### src/ptc_pkg.sv
`timescale 1ns / 1ps
// ----------------------------------------------------------------------------
// ptc_pkg
// Shared widths, register indexes and types of the pressure and temperature
// compensation core.
// ----------------------------------------------------------------------------
package ptc_pkg;

  localparam int RAW_W   = 24;
  localparam int COEF_W  = 16;
  localparam int TEMP_W  = 18;
  localparam int PRES_W  = 23;
  localparam int DT_W    = 25;
  localparam int PROD_W  = 42;
  localparam int OFF_W   = 35;
  localparam int SENS_W  = 34;
  localparam int ADDR_W  = 5;
  localparam int DATA_W  = 32;

  // Register indexes, taken from paddr[4:2].
  localparam logic [2:0] REG_SENS          = 3'd0;
  localparam logic [2:0] REG_OFFSET        = 3'd1;
  localparam logic [2:0] REG_SENS_TEMPCO   = 3'd2;
  localparam logic [2:0] REG_OFFSET_TEMPCO = 3'd3;
  localparam logic [2:0] REG_REF_TEMP      = 3'd4;
  localparam logic [2:0] REG_TEMP_SLOPE    = 3'd5;

  typedef struct packed {
    logic [COEF_W-1:0] sens;
    logic [COEF_W-1:0] offset;
    logic [COEF_W-1:0] sens_tempco;
    logic [COEF_W-1:0] offset_tempco;
    logic [COEF_W-1:0] ref_temp;
    logic [COEF_W-1:0] temp_slope;
  } ptc_coef_t;

  // Item handed from the temperature half to the pressure half.
  typedef struct packed {
    logic [RAW_W-1:0]         raw_pressure;
    logic signed [TEMP_W-1:0] temp;
    logic signed [OFF_W-1:0]  off;
    logic signed [SENS_W-1:0] sens;
  } ptc_mid_t;

endpackage

### src/ptc_if.sv


interface ptc_result_if;
  import ptc_pkg::*;

  logic                     valid;
  logic                     ready;
  logic signed [TEMP_W-1:0] temp_centideg;
  logic signed [PRES_W-1:0] pressure_centimbar;

  modport source (output valid, output temp_centideg, output pressure_centimbar, input ready);
  modport sink   (input valid, input temp_centideg, input pressure_centimbar, output ready);
endinterface

### src/ptc_press.sv
`timescale 1ns / 1ps
// ----------------------------------------------------------------------------
// ptc_press
// Stages four to seven: raw pressure times sensitivity as two partial
// products, their sum, scaling less offset, final scaling and saturation.
// ----------------------------------------------------------------------------
module ptc_press
  import ptc_pkg::*;
(
  input  logic        clk,
  input  logic        rst,
  input  logic        mid_valid,
  output logic        mid_ready,
  input  ptc_mid_t    mid,
  ptc_result_if.source result
);

  logic v4, v5, v6, v7;
  logic rdy4, rdy5, rdy6, rdy7;

  logic [40:0]              lo4;
  logic signed [41:0]       hi4;
  logic signed [OFF_W-1:0]  off4, off5;
  logic signed [TEMP_W-1:0] temp4, temp5, temp6;
  logic signed [58:0]       prod5;
  logic signed [38:0]       diff6;

  logic signed [58:0]       prod_sum;
  logic signed [38:0]       diff_next;
  logic signed [38:0]       diff_sum;
  logic signed [23:0]       pq;
  logic signed [PRES_W-1:0] pres_next;

  assign rdy7 = ~v7 | result.ready;
  assign rdy6 = ~v6 | rdy7;
  assign rdy5 = ~v5 | rdy6;
  assign rdy4 = ~v4 | rdy5;
  assign mid_ready    = rdy4;
  assign result.valid = v7;

  assign prod_sum  = prod5 + $signed({38'd0, {21{prod5[58]}}});
  assign diff_next = $signed({prod_sum[58], prod_sum[58:21]})
                   - $signed({{4{off5[OFF_W-1]}}, off5});
  assign diff_sum  = diff6 + $signed({24'd0, {15{diff6[38]}}});
  assign pq        = diff_sum[38:15];

  always_comb begin
    if (pq > 24'sd4194303) begin
      pres_next = 23'sd4194303;
    end else if (pq < -24'sd4194304) begin
      pres_next = {1'b1, {(PRES_W-1){1'b0}}};
    end else begin
      pres_next = pq[PRES_W-1:0];
    end
  end

  always_ff @(posedge clk) begin
    if (rst) begin
      v4 <= 1'b0;
      v5 <= 1'b0;
      v6 <= 1'b0;
      v7 <= 1'b0;
    end else begin
      if (rdy4) v4 <= mid_valid;
      if (rdy5) v5 <= v4;
      if (rdy6) v6 <= v5;
      if (rdy7) v7 <= v6;
    end
  end

  always_ff @(posedge clk) begin
    if (rdy4 && mid_valid) begin
      lo4   <= mid.raw_pressure * mid.sens[16:0];
      hi4   <= $signed({1'b0, mid.raw_pressure}) * $signed(mid.sens[SENS_W-1:17]);
      off4  <= mid.off;
      temp4 <= mid.temp;
    end
    if (rdy5 && v4) begin
      prod5 <= $signed({hi4, 17'd0}) + $signed({18'd0, lo4});
      off5  <= off4;
      temp5 <= temp4;
    end
    if (rdy6 && v5) begin
      diff6 <= diff_next;
      temp6 <= temp5;
    end
    if (rdy7 && v6) begin
      result.temp_centideg      <= temp6;
      result.pressure_centimbar <= pres_next;
    end
  end

`ifndef SYNTHESIS
  a_out_after_reset: assert property (@(posedge clk)
    rst |=> !result.valid)
    else $error("result valid right after reset");
  a_take_mid: assert property (@(posedge clk) disable iff (rst)
    (mid_valid && mid_ready) |=> v4)
    else $error("handoff item not captured in stage four");
  a_stall_holds: assert property (@(posedge clk) disable iff (rst)
    (v6 && !rdy7) |=> (v6 && $stable(diff6)))
    else $error("stalled stage six lost its item");
`endif

endmodule

### src/flat_wrapper.sv
// flat-port wrapper written by rule: the top's interface ports become plain ports
module ptc_press_flat import ptc_pkg::*;
  (clk, rst, mid_valid, mid_ready, mid, result_valid, result_temp_centideg, result_pressure_centimbar, result_ready);
  ptc_result_if result_i ();
  input  logic clk;
  input  logic rst;
  input  logic mid_valid;
  output logic mid_ready;
  input  ptc_mid_t mid;
  output wire logic [$bits(result_i.valid)-1:0] result_valid;
  output wire logic [$bits(result_i.temp_centideg)-1:0] result_temp_centideg;
  output wire logic [$bits(result_i.pressure_centimbar)-1:0] result_pressure_centimbar;
  input wire logic [$bits(result_i.ready)-1:0] result_ready;
  assign result_valid = result_i.valid;
  assign result_temp_centideg = result_i.temp_centideg;
  assign result_pressure_centimbar = result_i.pressure_centimbar;
  assign result_i.ready = result_ready;
  ptc_press u_core (.clk(clk), .rst(rst), .mid_valid(mid_valid), .mid_ready(mid_ready), .mid(mid), .result(result_i));
endmodule
### config.mk
export PLATFORM = sky130hd
export DESIGN_NAME = ptc_press_flat
export DESIGN_NICKNAME = d
export VERILOG_FILES = /design/src/ptc_pkg.sv /design/src/ptc_if.sv /design/src/ptc_press.sv /design/src/flat_wrapper.sv
export SDC_FILE = /design/constraint.sdc
export NUM_CORES = 2
export LEC_CHECK = 0
export BUFFER_PORTS_ARGS = -buffer_cell sky130_fd_sc_hd__buf_2
export CAP_MARGIN = 10
export CORE_ASPECT_RATIO = 1.5
export CORE_MARGIN = 2
export CORE_UTILIZATION = 65
export DETAILED_ROUTE_END_ITERATION = 16
export PLACE_DENSITY = 0.88
export SLEW_MARGIN = 20
export SYNTH_ARGS = -nofsm -noshare
export SYNTH_HDL_FRONTEND = slang
export SYNTH_SLANG_ARGS = --single-unit
export TNS_END_PERCENT = 30
### constraint.sdc
create_clock -name clk -period 12.7 [get_ports clk]
set_clock_uncertainty 0.1 [all_clocks]
set_input_delay 1.905 -clock clk [delete_from_list [all_inputs] [get_ports clk]]
set_output_delay 1.905 -clock clk [all_outputs]
set_load 0.05 [all_outputs]
==> reports/results.ini <==
[detailed_routing]
drc=0
vias_per_cell=5.80
ant_nets=0
wirelength_um=99500
drt_pass1_iterations=7
route.vias.total=30300
drtIter0Drc=2107
avgRoutedWirePerCell_um=19.0

[yosys]
yosys-top-cells-count=inv_1, fa_1, nand2_1, and2_1, ha_1
syn_inst=4285
syn_area_per_cell_um2=9.97
synthTopCellsByArea=fa_1, edfxtp_1, ha_1, inv_1, and2_1
synth_edf_count=346
post-synth-top-area-cell=fa_1
synth_area_um2=42700
synth_cell_type_count=75
synth_most_common_cell=inv_1
synth_seq_cells=350
syn_nets=5413
yosysWarnings=0
seq_area_frac_synth=0.245
ys_async_sr_fraction=0
ys.flop_type=edfxtp_1
netlist.area_leader.share=0.309

[global_route]
antenna_found_initial=6
grt_pass1_vias=33000
grt_max_degree=86
grt.total_usage=0.301
grt_pass1_wl_um=160000
grt-ovfl-total=0

[setup_path]
cp_slowest_stage_delay_ns=0.65
cp-start-kind=input port
worstPathMaxFanout=34
end_kind=flop
reg2reg_slack_ns=6.27
worst_path_max_delay_cell=buf_2
rr_endpoint=u_core.diff6[36]$_DFFE_PP_
crit_chain=buf_2 -> nand2_1 -> fa_1 -> inv_1 -> fa_1 -> fa_1 -> fa_1 -> fa_1 -> inv_1 -> fa_1 -> inv_1 -> ha_1 -> nand4_1 -> nor4_1 -> and4_1 -> a311o_1 -> o211ai_1 -> a21oi_1 -> a2111oi_1 -> a21oi_1 -> xnor2_1
cpMostUsedCell=fa_1
critPathKind=input port to flop
r2r-start=u_core.prod5[58]$_DFFE_PP_
critPathArrivalTime_ns=8.69
r2r_cells=20
required_ns=12.92

[clock_tree]
post_cts_resized=0
clkTransAtPathRegs_ns=0.08
htreeDepth=1
root_buffer=clkbuf_16
clk_latency_ns=0.59
cts_tree=built
cts_buffers=30
post-cts-setup-buffers=0
cts_hold_buf=0
clockBufferDepth=3
cts.sinks=350

[die]
coreArea_um2=65300
die_h_um=318
io_pins=158
die_w_um=213
die-area_um2=67900
initial_core_util=0.654
placement_rows=115

[timing]
hold_violations=0
finalMaxSlewViolations=0
relSlewSlack=0.354
rsz0062_at_grt=no
period_minus_slack_ns=8.47
fmax_mhz=118
worstMarginPinSlew_ns=0.944
timing.final.crit_share=0.667
setup_viol=0
tns_ns=0

[min_path]
min_to=u_core.prod5[5]$_DFFE_PP_
hold_class=flop to flop
min_from=u_core.lo4[5]$_DFFE_PP_
hold_path_depth=0

[cells_and_area]
instances_no_fill=5229
layout-drive-gt1-share=0.0556
area_growth_pct=5.55
fin_util=0.691
fin_nets=5458

[placed_design]
io_buffers=157
dp_hpwl_um=77200
dp.cells=5174
gp_congestion=0.945

[job]
drv_cap=0

[status]
status=finished clean

==> stage by stage <==
stage	worst slack, ns	hold WS [ns]	instance area (µm²)
final	4.23	0.316	45100
after global routing	3.96	0.321	45100
after CTS	4.33	0.316	45100
after detailed placement	3.72	0.305	44200
after global placement	3.89	0.301	44200
after floorplan	3.16	0.300	42700
==> per-layer routing <==
layer	global-route usage	wire length, µm
met1	0.339	34600
met2	0.534	50700
met5	0	47
met4	0.189	7300
met3	0.0401	6870
==> flip-flops by register name, summed over array words and instances (netlist names), 18 cells and up <==
name                              count
u_core.prod5                         59
u_core.result.temp_centideg          18
u_core.off4                          35
u_core.temp4                         18
u_core.temp6                         18
u_core.result.pressure_centimbar     23
u_core.off5                          35
u_core.diff6                         39
u_core.hi4                           42
u_core.temp5                         18
u_core.lo4                           41
==> cell type report <==
class | instances | area (µm²)
inverter | 881 | 3310
fill | 4668 | 20200
timing repair buffer | 170 | 900
clock buffer | 32 | 758
clock inverter | 20 | 166
multi-input combinational | 2897 | 28400
antenna | 2 | 5.00
sequential | 350 | 10500
tap | 877 | 1100
==> worst max-delay path, delay by kind of cell <==
family | cells | cell delay [ns]
and+or+nand+nor | 4 | 0.74
buffers and inverters | 4 | 0.80
xor gates and xnor gates | 1 | 0.18
adders and majority gates | 7 | 3.61
AOI/OAI and AO/OA | 5 | 1.42
==> layout by cell type, fill, tap and decap left out, types with 6 or more instances in the layout <==
| cell type | count |
|---|---|
| a211oi_1 | 16 |
| a21boi_0 | 6 |
| a21o_1 | 70 |
| a21oi_1 | 148 |
| a31oi_1 | 14 |
| a41oi_1 | 6 |
| and2_1 | 365 |
| and3_1 | 23 |
| and4_1 | 14 |
| buf_2 | 157 |
| buf_4 | 11 |
| clkbuf_16 | 30 |
| clkinv_1 | 6 |
| clkinv_2 | 7 |
| edfxtp_1 | 346 |
| fa_1 | 660 |
| ha_1 | 353 |
| inv_1 | 881 |
| nand2_1 | 546 |
| nand2b_1 | 29 |
| nand3_1 | 52 |
| nand4_1 | 17 |
| nor2_1 | 106 |
| nor2b_1 | 24 |
| nor3_1 | 24 |
| o211ai_1 | 7 |
| o21a_1 | 20 |
| o21ai_0 | 78 |
| o21bai_1 | 20 |
| o31a_1 | 7 |
| o31ai_1 | 7 |
| or2_2 | 8 |
| or3_1 | 6 |
| xnor2_1 | 128 |
| xor2_1 | 60 |
==> kinds of logic (layout without fill, tap and decap cells) <==
logic type,count (synthesis),in the layout,share of synthesized area
buffers and inverters,1038,1103,0.0912
adder cells (fa/ha/maj),1013,1013,0.412
XOR/XNOR,188,188,0.0385
flip-flops,350,350,0.245
other,0,2,0
multiplexers,3,3,0.000703
AND/OR/NAND/NOR,1239,1239,0.143
AO/OA/AOI/OAI,454,454,0.0690
==> how the worst max path moves through the flow <==
stage / from / endpoint / slack, ns
finish: mid[103] / u_core.hi4[41]$_DFFE_PP_ / 4.23
detailed placement: mid[108] / u_core.hi4[41]$_DFFE_PP_ / 3.72
global placement: mid[33] / u_core.hi4[35]$_DFFE_PP_ / 3.89
CTS: mid[108] / u_core.hi4[41]$_DFFE_PP_ / 4.33
global route: mid[103] / u_core.hi4[35]$_DFFE_PP_ / 3.96
floorplan: result_ready / u_core.hi4[0]$_DFFE_PP_ / 3.16
Power is left out: the tool's default activity adds up to more than one toggle a clock period on the data nets, which glitch-free logic cannot reach.
