File: src/ptc_pkg.sv
`timescale 1ns / 1ps
// ----------------------------------------------------------------------------
// ptc_pkg
// Shared widths, register indexes and types of the pressure and temperature
// compensation core.
// ----------------------------------------------------------------------------
package ptc_pkg;

  localparam int RAW_W   = 24;
  localparam int COEF_W  = 16;
  localparam int TEMP_W  = 18;
  localparam int PRES_W  = 23;
  localparam int DT_W    = 25;
  localparam int PROD_W  = 42;
  localparam int OFF_W   = 35;
  localparam int SENS_W  = 34;
  localparam int ADDR_W  = 5;
  localparam int DATA_W  = 32;

  // Register indexes, taken from paddr[4:2].
  localparam logic [2:0] REG_SENS          = 3'd0;
  localparam logic [2:0] REG_OFFSET        = 3'd1;
  localparam logic [2:0] REG_SENS_TEMPCO   = 3'd2;
  localparam logic [2:0] REG_OFFSET_TEMPCO = 3'd3;
  localparam logic [2:0] REG_REF_TEMP      = 3'd4;
  localparam logic [2:0] REG_TEMP_SLOPE    = 3'd5;

  typedef struct packed {
    logic [COEF_W-1:0] sens;
    logic [COEF_W-1:0] offset;
    logic [COEF_W-1:0] sens_tempco;
    logic [COEF_W-1:0] offset_tempco;
    logic [COEF_W-1:0] ref_temp;
    logic [COEF_W-1:0] temp_slope;
  } ptc_coef_t;

  // Item handed from the temperature half to the pressure half.
  typedef struct packed {
    logic [RAW_W-1:0]         raw_pressure;
    logic signed [TEMP_W-1:0] temp;
    logic signed [OFF_W-1:0]  off;
    logic signed [SENS_W-1:0] sens;
  } ptc_mid_t;

endpackage

File: src/ptc_if.sv
`timescale 1ns / 1ps
// ----------------------------------------------------------------------------
// ptc_sample_if / ptc_result_if
// Valid/ready channels for the raw readings and the compensated results.
// ----------------------------------------------------------------------------
interface ptc_sample_if;
  import ptc_pkg::*;

  logic             valid;
  logic             ready;
  logic [RAW_W-1:0] raw_pressure;
  logic [RAW_W-1:0] raw_temperature;

  modport source (output valid, output raw_pressure, output raw_temperature, input ready);
  modport sink   (input valid, input raw_pressure, input raw_temperature, output ready);
endinterface


File: src/ptc_front.sv
`timescale 1ns / 1ps
// ----------------------------------------------------------------------------
// ptc_front
// Stages one to three: temperature difference, the three coefficient
// products, then temperature, offset and sensitivity.
// ----------------------------------------------------------------------------
module ptc_front
  import ptc_pkg::*;
(
  input  logic             clk,
  input  logic             rst,
  input  ptc_coef_t        coef,
  ptc_sample_if.sink       sample,
  output logic             mid_valid,
  input  logic             mid_ready,
  output ptc_mid_t         mid
);

  // Stage 1 registers.
  logic                     v1;
  logic [RAW_W-1:0]         d1_s1;
  logic signed [DT_W-1:0]   dt1;
  // Stage 2 registers.
  logic                     v2;
  logic [RAW_W-1:0]         d1_s2;
  logic signed [PROD_W-1:0] pt2;
  logic signed [PROD_W-1:0] po2;
  logic signed [PROD_W-1:0] ps2;
  // Stage 3 registers.
  logic                     v3;

  logic rdy1, rdy2, rdy3;

  logic signed [DT_W-1:0]   dt_next;
  logic signed [PROD_W-1:0] pt_sum, po_sum, ps_sum;
  logic signed [19:0]       temp_full;
  logic signed [TEMP_W-1:0] temp_next;
  logic signed [OFF_W-1:0]  off_next;
  logic signed [SENS_W-1:0] sens_next;

  assign rdy3 = ~v3 | mid_ready;
  assign rdy2 = ~v2 | rdy3;
  assign rdy1 = ~v1 | rdy2;
  assign sample.ready = rdy1;
  assign mid_valid    = v3;

  assign dt_next = $signed({1'b0, sample.raw_temperature})
                 - $signed({1'b0, coef.ref_temp, 8'd0});

  // Division by a power of two rounds toward zero: add (2^k - 1) to
  // negative values before the arithmetic shift.
  assign pt_sum = pt2 + $signed({19'd0, {23{pt2[PROD_W-1]}}});
  assign po_sum = po2 + $signed({35'd0, {7{po2[PROD_W-1]}}});
  assign ps_sum = ps2 + $signed({34'd0, {8{ps2[PROD_W-1]}}});

  assign temp_full = $signed({pt_sum[PROD_W-1], pt_sum[PROD_W-1:23]}) + 20'sd2000;
  assign off_next  = $signed({3'd0, coef.offset, 16'd0}) + $signed(po_sum[PROD_W-1:7]);
  assign sens_next = $signed({3'd0, coef.sens, 15'd0}) + $signed(ps_sum[PROD_W-1:8]);

  always_comb begin
    if (temp_full > 20'sd131071) begin
      temp_next = 18'sd131071;
    end else if (temp_full < -20'sd131072) begin
      temp_next = {1'b1, {(TEMP_W-1){1'b0}}};
    end else begin
      temp_next = temp_full[TEMP_W-1:0];
    end
  end

  always_ff @(posedge clk) begin
    if (rst) begin
      v1 <= 1'b0;
      v2 <= 1'b0;
      v3 <= 1'b0;
    end else begin
      if (rdy1) v1 <= sample.valid;
      if (rdy2) v2 <= v1;
      if (rdy3) v3 <= v2;
    end
  end

  always_ff @(posedge clk) begin
    if (rdy1 && sample.valid) begin
      d1_s1 <= sample.raw_pressure;
      dt1   <= dt_next;
    end
    if (rdy2 && v1) begin
      d1_s2 <= d1_s1;
      pt2   <= dt1 * $signed({1'b0, coef.temp_slope});
      po2   <= dt1 * $signed({1'b0, coef.offset_tempco});
      ps2   <= dt1 * $signed({1'b0, coef.sens_tempco});
    end
    if (rdy3 && v2) begin
      mid.raw_pressure <= d1_s2;
      mid.temp         <= temp_next;
      mid.off          <= off_next;
      mid.sens         <= sens_next;
    end
  end

`ifndef SYNTHESIS
  a_accept_fills: assert property (@(posedge clk) disable iff (rst)
    (sample.valid && sample.ready) |=> v1)
    else $error("accepted sample did not reach stage one");
  a_stall_holds: assert property (@(posedge clk) disable iff (rst)
    (v1 && !rdy2) |=> (v1 && $stable(dt1) && $stable(d1_s1)))
    else $error("stalled stage one lost its item");
  a_drain: assert property (@(posedge clk) disable iff (rst)
    (v2 && rdy3) |=> v3)
    else $error("stage two item not moved to stage three");
`endif

endmodule

File: src/flat_wrapper.sv
// flat-port wrapper written by rule: the top's interface ports become plain ports
module ptc_front_flat import ptc_pkg::*;
  (clk, rst, coef, mid_valid, mid_ready, mid, sample_valid, sample_raw_pressure, sample_raw_temperature, sample_ready);
  ptc_sample_if sample_i ();
  input  logic clk;
  input  logic rst;
  input  ptc_coef_t coef;
  output logic mid_valid;
  input  logic mid_ready;
  output ptc_mid_t mid;
  input wire logic [$bits(sample_i.valid)-1:0] sample_valid;
  input wire logic [$bits(sample_i.raw_pressure)-1:0] sample_raw_pressure;
  input wire logic [$bits(sample_i.raw_temperature)-1:0] sample_raw_temperature;
  output wire logic [$bits(sample_i.ready)-1:0] sample_ready;
  assign sample_i.valid = sample_valid;
  assign sample_i.raw_pressure = sample_raw_pressure;
  assign sample_i.raw_temperature = sample_raw_temperature;
  assign sample_ready = sample_i.ready;
  ptc_front u_core (.clk(clk), .rst(rst), .coef(coef), .sample(sample_i), .mid_valid(mid_valid), .mid_ready(mid_ready), .mid(mid));
endmodule
File: config.mk
export PLATFORM = sky130hd
export DESIGN_NAME = ptc_front_flat
export DESIGN_NICKNAME = d
export VERILOG_FILES = /design/src/ptc_pkg.sv /design/src/ptc_if.sv /design/src/ptc_front.sv /design/src/flat_wrapper.sv
export SDC_FILE = /design/constraint.sdc
export NUM_CORES = 2
export LEC_CHECK = 0
export ABC_CLOCK_PERIOD_IN_PS = 20100
export BUFFER_PORTS_ARGS = -buffer_cell sky130_fd_sc_hd__buf_4
export CAP_MARGIN = 5
export CORE_ASPECT_RATIO = 0.9
export CORE_MARGIN = 2
export CORE_UTILIZATION = 45
export DETAILED_ROUTE_END_ITERATION = 16
export HOLD_SLACK_MARGIN = 0.12
export PLACE_DENSITY = 0.61
export SETUP_SLACK_MARGIN = 0.3
export SLEW_MARGIN = 10
export SYNTH_ARGS = -nofsm -noshare
export SYNTH_HDL_FRONTEND = slang
export SYNTH_SLANG_ARGS = --single-unit
File: constraint.sdc
create_clock -name clk -period 20.1 [get_ports clk]
set_clock_uncertainty 0.2 [all_clocks]
set_input_delay 4.02 -clock clk [delete_from_list [all_inputs] [get_ports clk]]
set_output_delay 4.02 -clock clk [all_outputs]
set_load 0.01 [all_outputs]
==> qor.csv <==
metric,value,unit
Avg Inst Size Synth,9.656,um^2
Hold WS,0.2175,ns
Die Span Y,342.4,um
CP arrival,10.59,ns
Initial Utilization,45.22,%
global-route wire length before repair,219500,um
Fmax,95.88,MHz
Yosys reg bits,313,
status,"complete, no violations",
clk sink count,313,
Synth Area in Compound Gates,5.109,%
Adder-Cell Fraction of Synth Area,49.74,%
I/O Buffers,260,
post-DR wirelength/cell,16.88,um
area grow syn2layout,8.374,%
Post-Synth Simple-Gate Area,13.63,%
latest clock arrival within the worst-skew pair,0.61,ns
setup TNS,0,ns
final setup violation count,0,
hold crit path type,reg -> reg,
"Seq/Total Area, Yosys",16.36,%
"EDFF count, synth",310,
asr flop ratio synth,0,%
total number of vias,38710,
TritonCTS Buffers,40,
DRT iter0 DRCs,2119,
pre-CTS setup slack,9.035,ns
num rows,124,
WS Path Type,in -> reg,
Max-slew headroom,23.27,%
# Post-CTS Setup Buffers,0,
first-pass detailed-route iteration total,5,
Mapped Cells,5929,
antenna-violating nets left,0,
"Top FF cell, synth",edfxtp_1,
largest family of logic cells by synthesized area,adder cells,
max-slew violation count,0,
mux share of post-synthesis cell area,0.01967,%
xor and xnor area share after synthesis,3.809,%
hold buffer count at CTS,0,
gr usage total,21.03,%
area of the multi-input gates,41440,um^2
Final Hold Fails,0,
RSZ-0062 raised after global routing,no,
Die W,380.0,um
HP Start,u_core.d1_s2[7],
setup slack after layout,9.670,ns
Critical Path Sink Type,flop,
Synthesis Warnings,0,
IO Pins,261,
Area contributors post-synth,"fa_1 41%, edfxtp_1 16%, inv_1 9.7%",
distinct cell type count after synthesis,78,
"wirelength, routed",130900,um
Fillers,11960,
Worst Path Required,20.26,ns
syn_nets,7646,
largest net degree at the start of global routing,80,
dpl hpwl,101100,um
layout cells sized above 1,6.462,%
Slew @ Worst Pin,1.151,ns
Synth top area share,41.12,%
minimum clock period,10.43,ns
initial antenna violation count,4,
drt via density,4.993,
"Period Utilization, post-route",51.89,%
CP Launch Type,input pin,
"area leader, netlist",fa_1,
Crit Reg-Reg Startpoint,u_core.dt1[18],
Post-CTS Resized,0,
Residual DRC,0,
vias in the first global route,41920,
CTS tree,built,
Core ar.,126600,um^2
Overflow after GRT,0,
clock buffer depth,3,
worst-path fanout max,25,
CTS root buf,clkbuf_16,
H-tree levels,2,
Cells after DPL,7681,
area of the mapped netlist,57250,um^2
# nets final,7739,
final non-filler cell total,7753,
max_cap viols,0,
Die ar.,130100,um^2
clk slew on worst S/H paths,0.06,ns
register area,9369,um^2
Worst Setup SP,coef[40],
Placer Congestion,0.8455,
stage by stage:
step                utilization, %  instance area [um^2]
finish                       49.01                 62050
CTS                          49.01                 62040
detailed placement           47.95                 60700
global placement             47.95                 60700
global route                 49.01                 62050
floorplan                        -                 57250
area by class of cell:
class	count	area share [%]
diodes	1	0.004033
clock buffers	48	1.696
clock inverters	23	0.4719
inverters	1483	8.972
multi-input cells	3891	66.78
flip-flops and latches	313	15.10
well taps	1701	3.430
repair buffers	293	3.545
final timing paths:
kind / end / depth (start not counted) / slack [ns]
setup / recovery: u_core.po2[40] / 25 / 9.67
hold / removal: u_core.mid[94] / 0 / 0.22
setup reg to reg: u_core.po2[40] / 23 / 12.07
hold reg to reg: u_core.mid[94] / 0 / 0.22
layout by cell type (no fill, tap or decap), types with 87 or more instances in the layout:
master / count
a21oi_1: 117
and2_1: 489
buf_4: 293
edfxtp_1: 310
fa_1: 1176
ha_1: 393
inv_1: 1483
nand2_1: 824
nor2_1: 120
o21ai_0: 87
xnor2_1: 182
logic make-up after synthesis:
kind of cell             count (synthesis)
buffers and inverters                 1725
XOR/XNOR                               249
adder cells (fa/ha/maj)               1571
flip-flops                             313
AO/OA/AOI/OAI                          437
multiplexers                             1
AND/OR/NAND/NOR                       1633
Yosys cell counts (13+ instances only):
| cell type | instances |
|---|---|
| inv_1 | 1483 |
| fa_1 | 1176 |
| nand2_1 | 824 |
| and2_1 | 489 |
| ha_1 | 393 |
| edfxtp_1 | 310 |
| clkbuf_1 | 239 |
| xnor2_1 | 182 |
| nor2_1 | 120 |
| a21oi_1 | 117 |
| o21ai_0 | 87 |
| xor2_1 | 67 |
| a21o_1 | 63 |
| nand3_1 | 49 |
| nor3_1 | 32 |
| nand4_1 | 29 |
| nor2b_1 | 24 |
| o21a_1 | 23 |
| o21bai_1 | 20 |
| and3_1 | 19 |
| a31oi_1 | 13 |
worst max-delay path, cell delays in order:
cell and delay (ns):
buf_4 0.29, nand2_1 0.13, fa_1 0.57, inv_1 0.05, fa_1 0.51, inv_1 0.06
fa_1 0.53, inv_1 0.06, fa_1 0.47, fa_1 0.50, inv_1 0.05, fa_1 0.48
inv_1 0.04, ha_1 0.38, nand4_1 0.20, or3_1 0.40, a2111oi_2 0.40, o31ai_2 0.14
o221ai_1 0.30, a41o_1 0.25, a41oi_1 0.17, a21oi_1 0.24, a21o_1 0.17, a21oi_2 0.06
xnor2_1 0.12
flip-flops by register name (all words and copies together), names as in the netlist:
| register | flops |
|---|---|
| u_core.mid | 111 |
| u_core.mid_valid | 1 |
| u_core.d1_s1 | 24 |
| u_core.pt2 | 42 |
| u_core.po2 | 42 |
| u_core.dt1 | 25 |
| u_core.v2 | 1 |
| u_core.v1 | 1 |
| u_core.ps2 | 42 |
| u_core.d1_s2 | 24 |
metal layers:
metal,global-route usage [%],wire (um)
met1,28.43,57460
met3,2.762,6817
met4,4.266,2257
met2,36.39,64350
met5,0,10
Power is not shown: default switching activity piles up to over one toggle a cycle in this logic, so the estimate is an artifact.
