File: src/ptc_pkg.sv
`timescale 1ns / 1ps
// ----------------------------------------------------------------------------
// ptc_pkg
// Shared widths, register indexes and types of the pressure and temperature
// compensation core.
// ----------------------------------------------------------------------------
package ptc_pkg;

  localparam int RAW_W   = 24;
  localparam int COEF_W  = 16;
  localparam int TEMP_W  = 18;
  localparam int PRES_W  = 23;
  localparam int DT_W    = 25;
  localparam int PROD_W  = 42;
  localparam int OFF_W   = 35;
  localparam int SENS_W  = 34;
  localparam int ADDR_W  = 5;
  localparam int DATA_W  = 32;

  // Register indexes, taken from paddr[4:2].
  localparam logic [2:0] REG_SENS          = 3'd0;
  localparam logic [2:0] REG_OFFSET        = 3'd1;
  localparam logic [2:0] REG_SENS_TEMPCO   = 3'd2;
  localparam logic [2:0] REG_OFFSET_TEMPCO = 3'd3;
  localparam logic [2:0] REG_REF_TEMP      = 3'd4;
  localparam logic [2:0] REG_TEMP_SLOPE    = 3'd5;

  typedef struct packed {
    logic [COEF_W-1:0] sens;
    logic [COEF_W-1:0] offset;
    logic [COEF_W-1:0] sens_tempco;
    logic [COEF_W-1:0] offset_tempco;
    logic [COEF_W-1:0] ref_temp;
    logic [COEF_W-1:0] temp_slope;
  } ptc_coef_t;

  // Item handed from the temperature half to the pressure half.
  typedef struct packed {
    logic [RAW_W-1:0]         raw_pressure;
    logic signed [TEMP_W-1:0] temp;
    logic signed [OFF_W-1:0]  off;
    logic signed [SENS_W-1:0] sens;
  } ptc_mid_t;

endpackage

File: src/ptc_regs.sv
`timescale 1ns / 1ps
// ----------------------------------------------------------------------------
// ptc_regs
// APB register file holding the six calibration words.
// ----------------------------------------------------------------------------
module ptc_regs
  import ptc_pkg::*;
(
  input  logic              clk,
  input  logic              rst,
  input  logic              psel,
  input  logic              penable,
  input  logic              pwrite,
  input  logic [ADDR_W-1:0] paddr,
  input  logic [DATA_W-1:0] pwdata,
  output logic [DATA_W-1:0] prdata,
  output logic              pready,
  output ptc_coef_t         coef
);

  logic       wr_en;
  logic [2:0] reg_idx;

  assign pready  = 1'b1;
  assign reg_idx = paddr[ADDR_W-1:2];
  assign wr_en   = psel & penable & pwrite & pready;

  always_ff @(posedge clk) begin
    if (rst) begin
      coef <= '0;
    end else if (wr_en) begin
      unique case (reg_idx)
        REG_SENS:          coef.sens          <= pwdata[COEF_W-1:0];
        REG_OFFSET:        coef.offset        <= pwdata[COEF_W-1:0];
        REG_SENS_TEMPCO:   coef.sens_tempco   <= pwdata[COEF_W-1:0];
        REG_OFFSET_TEMPCO: coef.offset_tempco <= pwdata[COEF_W-1:0];
        REG_REF_TEMP:      coef.ref_temp      <= pwdata[COEF_W-1:0];
        REG_TEMP_SLOPE:    coef.temp_slope    <= pwdata[COEF_W-1:0];
        default: ;
      endcase
    end
  end

  always_comb begin
    unique case (reg_idx)
      REG_SENS:          prdata = {16'd0, coef.sens};
      REG_OFFSET:        prdata = {16'd0, coef.offset};
      REG_SENS_TEMPCO:   prdata = {16'd0, coef.sens_tempco};
      REG_OFFSET_TEMPCO: prdata = {16'd0, coef.offset_tempco};
      REG_REF_TEMP:      prdata = {16'd0, coef.ref_temp};
      REG_TEMP_SLOPE:    prdata = {16'd0, coef.temp_slope};
      default:           prdata = '0;
    endcase
  end

endmodule

File: config.mk
export PLATFORM = sky130hd
export DESIGN_NAME = ptc_regs
export DESIGN_NICKNAME = d
export VERILOG_FILES = /design/src/ptc_pkg.sv /design/src/ptc_regs.sv
export SDC_FILE = /design/constraint.sdc
export NUM_CORES = 1
export LEC_CHECK = 0
export BUFFER_PORTS_ARGS = -buffer_cell sky130_fd_sc_hd__buf_2
export CORE_UTILIZATION = 50
export CTS_CLUSTER_DIAMETER = 40
export DETAILED_ROUTE_END_ITERATION = 10
export GPL_TIMING_DRIVEN = 0
export PLACE_DENSITY_LB_ADDON = 0.08
export SLEW_MARGIN = 10
export SYNTH_ARGS = -nofsm -noshare
export SYNTH_HDL_FRONTEND = slang
export SYNTH_SLANG_ARGS = --single-unit
File: constraint.sdc
create_clock -name clk -period 2.1 [get_ports clk]
set_input_delay 0.42 -clock clk [delete_from_list [all_inputs] [get_ports clk]]
set_output_delay 0.42 -clock clk [all_outputs]
set_load 0.02 [all_outputs]
==> summary.txt, run 1 <==
Yosys
  • Post-synthesis sequential area ratio: 40.8%
  • Count of cell types in the netlist: 27
  • Synth Instances: 448
  • Number of synthesized flops with an enable pin: 0
  • Synthesized area per cell: 10.5 sq um
  • Ys async rst share: 0%
  • Synth Flop Type: dfxtp_1
  • Yosys top cell area share: 40.8%
  • Ranking of synthesized cells by area: dfxtp_1 (41%), mux2i_1 (24%), nand2b_1 (15%), mux2_2 (5.5%), buf_4 (3.8%)
  • Synthesized cell area: 0.00471 sq mm
  • Most numerous cell in the Yosys netlist: mux2i_1
  • Register bit total from synthesis: 96
  • Synth warnings: 0
  • Area leader, netlist: dfxtp_1
  • Commonest cells in the synthesized netlist: mux2i_1 (114), nand2b_1 (112), dfxtp_1 (96), buf_4 (24), mux2_2 (23)

Timing
  • Worst-Margin Slew: 0.678 ns
  • Relative slew slack: 54.8%
  • Final Cycle Share: 98.9%
  • Final worst path period need: 2.08 ns
  • Layout Skew: 0 ns
  • RSZ-0062 raised after global routing: yes
  • Slew Limit Fails: 0
  • Fin worst setup slack: 0.0232 ns
  • Fmax: 482 MHz
  • Final Hold Vio Count: 0
  • # setup viols final: 0

CTS
  • CTS tree: built
  • CTS Buf Count: 9
  • Worst skew pair latency: 0.36 ns
  • Worst-path clk slew: 0.09 ns
  • Post-CTS Repair Setup Buffers: 0
  • Clock root buffer: clkbuf_8
  • Clk sinks: 96
  • Clk buf depth: 2
  • CTS H-tree depth: 3

Worst setup path
  • Setup crit start: paddr[2]
  • CP Max Fanout: 10
  • R2r endpoint: coef[21]
  • Crit end category: primary output
  • R2R cell count: 2
  • Crit path kind: in2out
  • R2R Path Start: coef[21]
  • Data arrival time of the worst path: 1.66 ns
  • Startpoint types: input pin
  • Worst Setup EP: prdata[12]
  • Crit path required time: 1.68 ns
  • R2R Setup Slk: 1.42 ns

Status
  • Status: finished, final reports clean

Placement
  • DP Worst Slack: -0.352 ns
  • Post-DP HPWL: 9400 um
  • Routability cong.: 0.783
  • PortBufs: 134

Power
  • Max rail drop VDD: 0.403 mV
  • P per Cell Area: 606 mW/mm^2
  • Leakage Power: 3.16 nW

Cells and area
  • Biggest regs: coef (96)
  • Final #Nets: 649
  • Share of cells above drive strength 1: 35.1%
  • N_diodes: 0
  • Number of flip-flops in the largest register: 96
  • Final Core Density: 63.7%
  • Syn-to-layout area delta: 24.3%
  • Largest register by flop count: coef

Floorplan
  • Core area: 0.00920 sq mm
  • Chip width: 99.1 um
  • Die height: 99.1 um
  • Full die area: 0.00982 sq mm
  • Initial Util: 51.2%
  • I/O pins: 171
  • Row count: 35

Global route
  • First-pass GRT wire length: 20900 um
  • Vias in the first global route: 3655
  • Total GRT Usage: 29.0%
  • Largest net degree at the start of global routing: 15
  • Antenna violations before repair: 0
  • Total gr overflow: 0

Detailed routing
  • Antenna-violating nets left: 0
  • Drt total wl: 13900 um
  • 1st-iter DRT viols: 144
  • Drt via density: 5.35
  • DR pass1 iterations: 4
  • DR vias: 3860
  • Drt drc: 0
  • Routed length per instance: 19.2 um

Min path
  • Worst min path class: in2reg

Job
  • Maxcap violations: 0
[worst max-delay path, stage by stage]
cell     delay, ns
buf_2         0.13
buf_12        0.15
nor2b_1       0.37
a22oi_1       0.15
o21ai_0       0.22
buf_2         0.21
[worst min path at each step]
| stage | from | to | slack (ns) | depth (start not counted) |
|---|---|---|---|---|
| global route | pwdata[2] | coef[34] | 0.46 | 3 |
| CTS | pwdata[8] | coef[8] | 0.45 | 3 |
| finish | pwdata[4] | coef[20] | 0.44 | 3 |
| detailed placement | coef[72] | coef[72] | 0.48 | 2 |
| floorplan | coef[67] | coef[67] | 0.55 | 2 |
| global placement | coef[70] | coef[70] | 0.47 | 2 |
[what timing repair did]
action                     4_1_cts  5_1_grt
hold buffers                     0        0
setup endpoints to repair       16        7
resized for setup               14       11
cloned                           0        0
[cell type report]
cell class                 instances  area, sq um
clock buffer                      11          141
clock inverter                     3         67.6
fill                             821         3340
buffer                            47          367
multi-input combinational        318         2540
timing repair buffer             134          671
tap                              111          139
inverter                           1         3.75
sequential                        96         1920
[placed cells by master, fill, tap and decap left out, types with 3 or more instances in the layout]
cell type and count:
mux2_2 23, a21oi_1 3, buf_12 3, o221ai_1 9, nand2_2 4, buf_6 5, nand2b_1 112, nand2_1 9
buf_4 24, a32oi_1 3, mux2i_1 114, and2b_1 3, buf_2 136, clkbuf_8 10, clkbuf_1 13, conb_1 17
a22oi_1 7, o21ai_0 3, dfxtp_1 96
[per-layer routing]
layer  vias to the layer above  GRT usage, %  routed length [um]
met3                        16          3.48                 703
met2                       144          47.3                6580
li1                       1830             -                   -
met4                         0          9.50                 220
met5                         -             0                   0
met1                      1870          39.9                6370
[power breakdown]
group          switching [mW]  internal (mW)  total (mW)
clock network           0.637          0.692        1.33
logic                   0.223          0.151       0.374
registers              0.0109           1.83        1.84
[per-stage QoR]
stage	TNS, ns	instances	power, mW	hold WS, ns	area (sq um)
2_1_floorplan	0	463	2.12	0.555	4770
3_3_place_gp	-4.03	708	2.24	0.469	5580
3_5_place_dp	-4.19	708	2.24	0.476	5580
4_1_cts	0	721	3.55	0.445	5820
5_1_grt	-0.00351	721	3.66	0.459	5860
6_report	0	721	3.55	0.443	5860
[cells by family after synthesis]
logic type	share of synthesized area, %
multiplexers	29.7
AO/OA/AOI/OAI	4.83
AND/OR/NAND/NOR	17.7
flip-flops	40.8
buffers and inverters	6.77
other	0.159
(Power assumes the default switching activity.)
==> inputs of run 2 (changes only) <==
- CTS_BUF_LIST: unset -> sky130_fd_sc_hd__clkbuf_8
- clock period: 2.1 -> 2 ns (I/O delays scaled with it)
==> summary.txt, run 2 (same netlist as run 1, synthesis figures left out) <==
Status
  • Status: finished, final reports clean

Worst setup path
  • R2r endpoint: coef[21]
  • CP Max Fanout: 9 (-1)
  • R2R Path Start: coef[21]
  • Crit path kind: in2out
  • R2R Setup Slk: 1.33 ns (-0.09 ns)
  • Startpoint types: input pin
  • Crit end category: primary output
  • R2R cell count: 2 (unchanged)
  • Max stage delay on crit path: 0.32 ns (-0.05 ns)
  • Worst Setup EP: prdata[7]
  • Crit path required time: 1.60 ns (-0.08 ns)
  • CP cell instances: buf_2 > buf_12 > buf_12 > buf_4 > mux2_2 > nand2_1 > o221ai_1 > buf_2
  • Data arrival time of the worst path: 1.58 ns (-0.08 ns)
  • Setup crit start: paddr[2]
  • Critical path's slowest cell: mux2_2

Timing
  • Relative slew slack: 57.5% (+2.6 points)
  • RSZ-0062 raised after global routing: yes
  • # setup viols final: 0 (unchanged)
  • Setup TNS: 0 ns (unchanged)
  • Layout Skew: 0 ns (unchanged)
  • Worst-Margin Slew: 0.638 ns (-0.0394 ns)
  • Final worst path period need: 1.98 ns
  • Final Cycle Share: 99.0%
  • Fmax: 505 MHz
  • Fin worst setup slack: 0.0192 ns (-0.00398 ns)
  • Slew Limit Fails: 0 (unchanged)
  • Final Hold Vio Count: 0 (unchanged)

Placement
  • PortBufs: 134 (unchanged)
  • Post-DP HPWL: 9400 um (unchanged)
  • DP Worst Slack: -0.412 ns (-0.0600 ns)
  • Post-Place Cells: 708 (unchanged)
  • Routability cong.: 0.783 (unchanged)

Cells and area
  • Share of cells above drive strength 1: 36.2% (+1.2 points)
  • Filler cell count: 809 (-1.5%)
  • Final Instance Count excl. Fillers: 729 (+1.1%)
  • Final #Nets: 657 (+1.2%)
  • Largest register by flop count: coef
  • Syn-to-layout area delta: 25.9%
  • Commonest cells after routing, fill and taps aside: buf_2 (135), mux2i_1 (114), nand2b_1 (112)
  • Biggest regs: coef (96)
  • Number of flip-flops in the largest register: 96 (unchanged)
  • Commonest non-fill, non-tap cell in the layout: buf_2
  • N_diodes: 0 (unchanged)

Global route
  • Largest net degree at the start of global routing: 15 (unchanged)
  • Antenna violations before repair: 0 (unchanged)
  • Vias in the first global route: 3643 (-0.33%)
  • First-pass GRT wire length: 21000 um (+0.17%)
  • Total gr overflow: 0 (unchanged)
  • Total GRT Usage: 29.0% (about the same)

CTS
  • CTS H-tree depth: 3 (unchanged)
  • Clk buf depth: 2 (unchanged)
  • Worst skew pair latency: 0.36 ns (about the same)
  • Clk sinks: 96 (unchanged)
  • Hold buffers post-CTS: 0 (unchanged)
  • CTS Buf Count: 9 (unchanged)
  • Worst-path clk slew: 0.09 ns (about the same)
  • CTS tree: built
  • Clock root buffer: clkbuf_8

Detailed routing
  • 1st-iter DRT viols: 156 (+8.3%)
  • Routed length per instance: 19.0 um (-1.1%)
  • Drt drc: 0 (unchanged)
  • Drt via density: 5.29 (-1.1%)
  • Drt total wl: 13900 um (about the same)
  • DR vias: 3859 (-0.026%)
  • Antenna-violating nets left: 0 (unchanged)
  • DR pass1 iterations: 4 (unchanged)

Floorplan
  • Core area: 0.00920 sq mm (unchanged)
  • I/O pins: 171 (unchanged)
  • Full die area: 0.00982 sq mm (unchanged)
  • Die height: 99.1 um (unchanged)
  • Chip width: 99.1 um (unchanged)
  • Row count: 35 (unchanged)
  • Initial Util: 51.2% (unchanged)

Power
  • Max rail drop VDD: 0.417 mV (+3.4%)
  • Leakage Power: 3.21 nW (+1.5%)
  • Power Total: 3.73 mW (+5.2%)
  • P per Cell Area: 629 mW/mm^2 (+3.9%)

Job
  • Maxcap violations: 0 (unchanged)

Min path
  • Worst min path class: in2reg
-- run 2: area by class of cell --
type / instances / area [sq um] / area share, %
Clock inverter: 4 / 71.3 / 1.20
Inverter: 1 / 3.75 / 0.0633
Sequential cell: 96 / 1920 / 32.4
Timing Repair Buffer: 142 / 731 / 12.3
Tap cell: 111 / 139 / 2.34
Buffer: 47 / 373 / 6.29
Clock buffer: 10 / 138 / 2.32
Multi-Input combinational cell: 318 / 2550 / 43.1
-- run 2: metrics by stage --
step | utilization [%] | hold WS [ns] | instance area (sq um)
floorplan | - | 0.555 | 4770
global placement | 60.7 | 0.469 | 5580
detailed placement | 60.7 | 0.476 | 5580
CTS | 63.6 | 0.425 | 5850
global route | 64.5 | 0.445 | 5930
finish | 64.5 | 0.424 | 5930
-- run 2: worst min-delay path by stage --
| stage | start | to | depth (start not counted) |
|---|---|---|---|
| final | pwdata[4] | coef[20] | 3 |
| after global routing | pwdata[2] | coef[18] | 3 |
| after CTS | pwdata[8] | coef[8] | 3 |
| after detailed placement | coef[72] | coef[72] | 2 |
| after global placement | coef[70] | coef[70] | 2 |
| after floorplan | coef[67] | coef[67] | 2 |
-- run 2: timing repair --
action                     4_1_cts  5_1_grt
setup buffers                    0        8
resized for setup               21        9
pin swaps                        0        1
setup endpoints to repair       16       11
-- run 2: worst max-delay path: cells and delay by family --
| kind | cells | cell delay (ns) |
|---|---|---|
| compound gates | 1 | 0.11 |
| mux | 1 | 0.32 |
| simple gates | 1 | 0.06 |
| buf+inv | 5 | 0.68 |
-- run 2: where the power goes --
part | switching, mW | internal (mW)
logic | 0.238 | 0.170
clock network | 0.666 | 0.722
registers | 0.0114 | 1.92
total | 0.915 | 2.82
-- run 2: layer usage --
metal  routed length, um  vias up  global-route usage (%)
met5                   0        -                       0
met4                 207        0                    8.82
met3                 778       16                    3.48
li1                    -     1844                       -
met1                6170     1853                    40.0
met2                6710      146                    47.6
==> inputs of run 3 (changes only) <==
- clock period: 2 -> 2.5 ns (I/O delays scaled with it)
==> summary.txt, run 3 (same netlist as run 1, synthesis figures left out) <==
Status
  • Status: finished, final reports clean

Power
  • Combinational power share: 10.2% (-0.7 points)
  • Clk pwr share: 37.5% (+0.3 points)
  • Sw power: 0.725 mW (-21%)
  • Max rail drop VDD: 0.336 mV (-20%)
  • Leakage Power: 3.13 nW (-2.2%)
  • Flop pwr share: 52.3% (+0.4 points)
  • Internal: 2.23 mW (-21%)
  • P per Cell Area: 511 mW/mm^2 (-19%)
  • Switching part of the total: 24.5% (-0.025 points)

Cells and area
  • Commonest cells after routing, fill and taps aside: buf_2 (136), mux2i_1 (114), nand2b_1 (112)
  • Number of flip-flops in the largest register: 96 (unchanged)
  • Share of cells above drive strength 1: 34.6% (-1.7 points)
  • Biggest regs: coef (96)
  • Syn-to-layout area delta: 23.0%
  • Final #Nets: 649 (-1.2%)
  • Largest register by flop count: coef
  • Final Instance Count excl. Fillers: 721 (-1.1%)
  • N_diodes: 0 (unchanged)
  • Commonest non-fill, non-tap cell in the layout: buf_2

Floorplan
  • Core area: 0.00920 sq mm (unchanged)
  • Row count: 35 (unchanged)
  • I/O pins: 171 (unchanged)
  • Full die area: 0.00982 sq mm (unchanged)
  • Die height: 99.1 um (unchanged)
  • Initial Util: 51.2% (unchanged)
  • Chip width: 99.1 um (unchanged)

Placement
  • PortBufs: 134 (unchanged)
  • Routability cong.: 0.783 (unchanged)
  • DP Worst Slack: -0.112 ns (+0.300 ns)
  • Post-Place Cells: 708 (unchanged)
  • Post-DP HPWL: 9400 um (unchanged)

CTS
  • Post-CTS Repair Setup Buffers: 0 (unchanged)
  • Hold buffers post-CTS: 0 (unchanged)
  • CTS Buf Count: 9 (unchanged)
  • CTS tree: built
  • CTS H-tree depth: 3 (unchanged)
  • Clock root buffer: clkbuf_8
  • Clk sinks: 96 (unchanged)
  • Post-cts resize count: 3 (-86%)
  • Clk buf depth: 2 (unchanged)
  • Worst-path clk slew: 0.09 ns (about the same)
  • Worst skew pair latency: 0.36 ns (about the same)

Global route
  • First-pass GRT wire length: 20900 um (-0.36%)
  • Vias in the first global route: 3638 (-0.14%)
  • Total gr overflow: 0 (unchanged)
  • Largest net degree at the start of global routing: 15 (unchanged)
  • Antenna violations before repair: 0 (unchanged)
  • Total GRT Usage: 28.9% (-0.061 points)

Timing
  • # setup viols final: 0 (unchanged)
  • Relative slew slack: 58.6% (+1.2 points)
  • Final worst path period need: 2.41 ns
  • Worst-Margin Slew: 0.621 ns (-0.0175 ns)
  • Final Hold Vio Count: 0 (unchanged)
  • Fin worst setup slack: 0.0881 ns (+0.0689 ns)
  • Slew Limit Fails: 0 (unchanged)
  • Final Cycle Share: 96.5%
  • Fmax: 415 MHz
  • Layout Skew: 0 ns (unchanged)
  • RSZ-0062 raised after global routing: no
  • Setup TNS: 0 ns (unchanged)

Worst setup path
  • Crit path required time: 2.00 ns (+0.40 ns)
  • Data arrival time of the worst path: 1.91 ns (+0.33 ns)
  • CP Max Fanout: 10 (+1)
  • Startpoint types: input pin
  • Crit end category: primary output
  • Crit path kind: in2out

Min path
  • Worst min path class: reg2reg

Detailed routing
  • Routed length per instance: 19.1 um (+0.14%)
  • DR pass1 iterations: 5 (+1)
  • Drt drc: 0 (unchanged)
  • Drt total wl: 13700 um (-0.96%)
  • Antenna-violating nets left: 0 (unchanged)
  • Drt via density: 5.27 (-0.51%)
  • DR vias: 3797 (-1.6%)
  • 1st-iter DRT viols: 154 (-1.3%)

Job
  • Maxcap violations: 0 (unchanged)
==> run 3: worst max-delay path: stages <==
cell and delay (ns):
buf_2 0.09, clkbuf_4 0.24, buf_6 0.20, buf_4 0.26, mux2i_1 0.22, o221ai_1 0.18, buf_2 0.21
==> run 3: metal layers <==
metal | track usage [%] | part of all wire [%] | up-vias
met2 | 47.2 | 48 | 147
met4 | 8.94 | 1.6 | 0
met3 | 3.48 | 5.5 | 15
li1 | - | - | 1829
met5 | 0 | 0 | -
met1 | 40.1 | 45 | 1806
==> run 3: cell type report <==
cell class	instances	area [sq um]
flip-flops and latches	96	1920
well taps	111	139
inverters	1	3.75
plain buffers	47	325
clock buffers	10	138
fillers	830	3400
clock inverters	4	71.3
repair buffers	134	671
multi-input cells	318	2530
==> run 3: through the flow <==
stage,utilization [%],instance area (sq um),hold slack (ns),power [mW]
floorplan,-,4770,0.555,1.78
detailed placement,60.7,5580,0.476,1.88
global placement,60.7,5580,0.469,1.88
global route,63.0,5800,0.508,3.06
CTS,63.0,5790,0.491,2.97
finish,63.0,5800,0.491,2.96
==> run 3: final timing paths <==
check,start,end,slack [ns],cells after the start
worst max-delay path,paddr[2],prdata[5],0.09,7
worst min register to register,coef[64],coef[64],0.49,2
worst min-delay path,coef[64],coef[64],0.49,2
worst max register to register,coef[93],coef[93],1.82,2
==> run 3: power groups by stage <==
stage               registers (mW)  clock network [mW]  logic (mW)
global route                  1.55                1.19       0.322
floorplan                     1.60                   0       0.187
detailed placement            1.58                   0       0.300
global placement              1.58                   0       0.296
finish                        1.55                1.11       0.302
CTS                           1.55                1.12       0.301
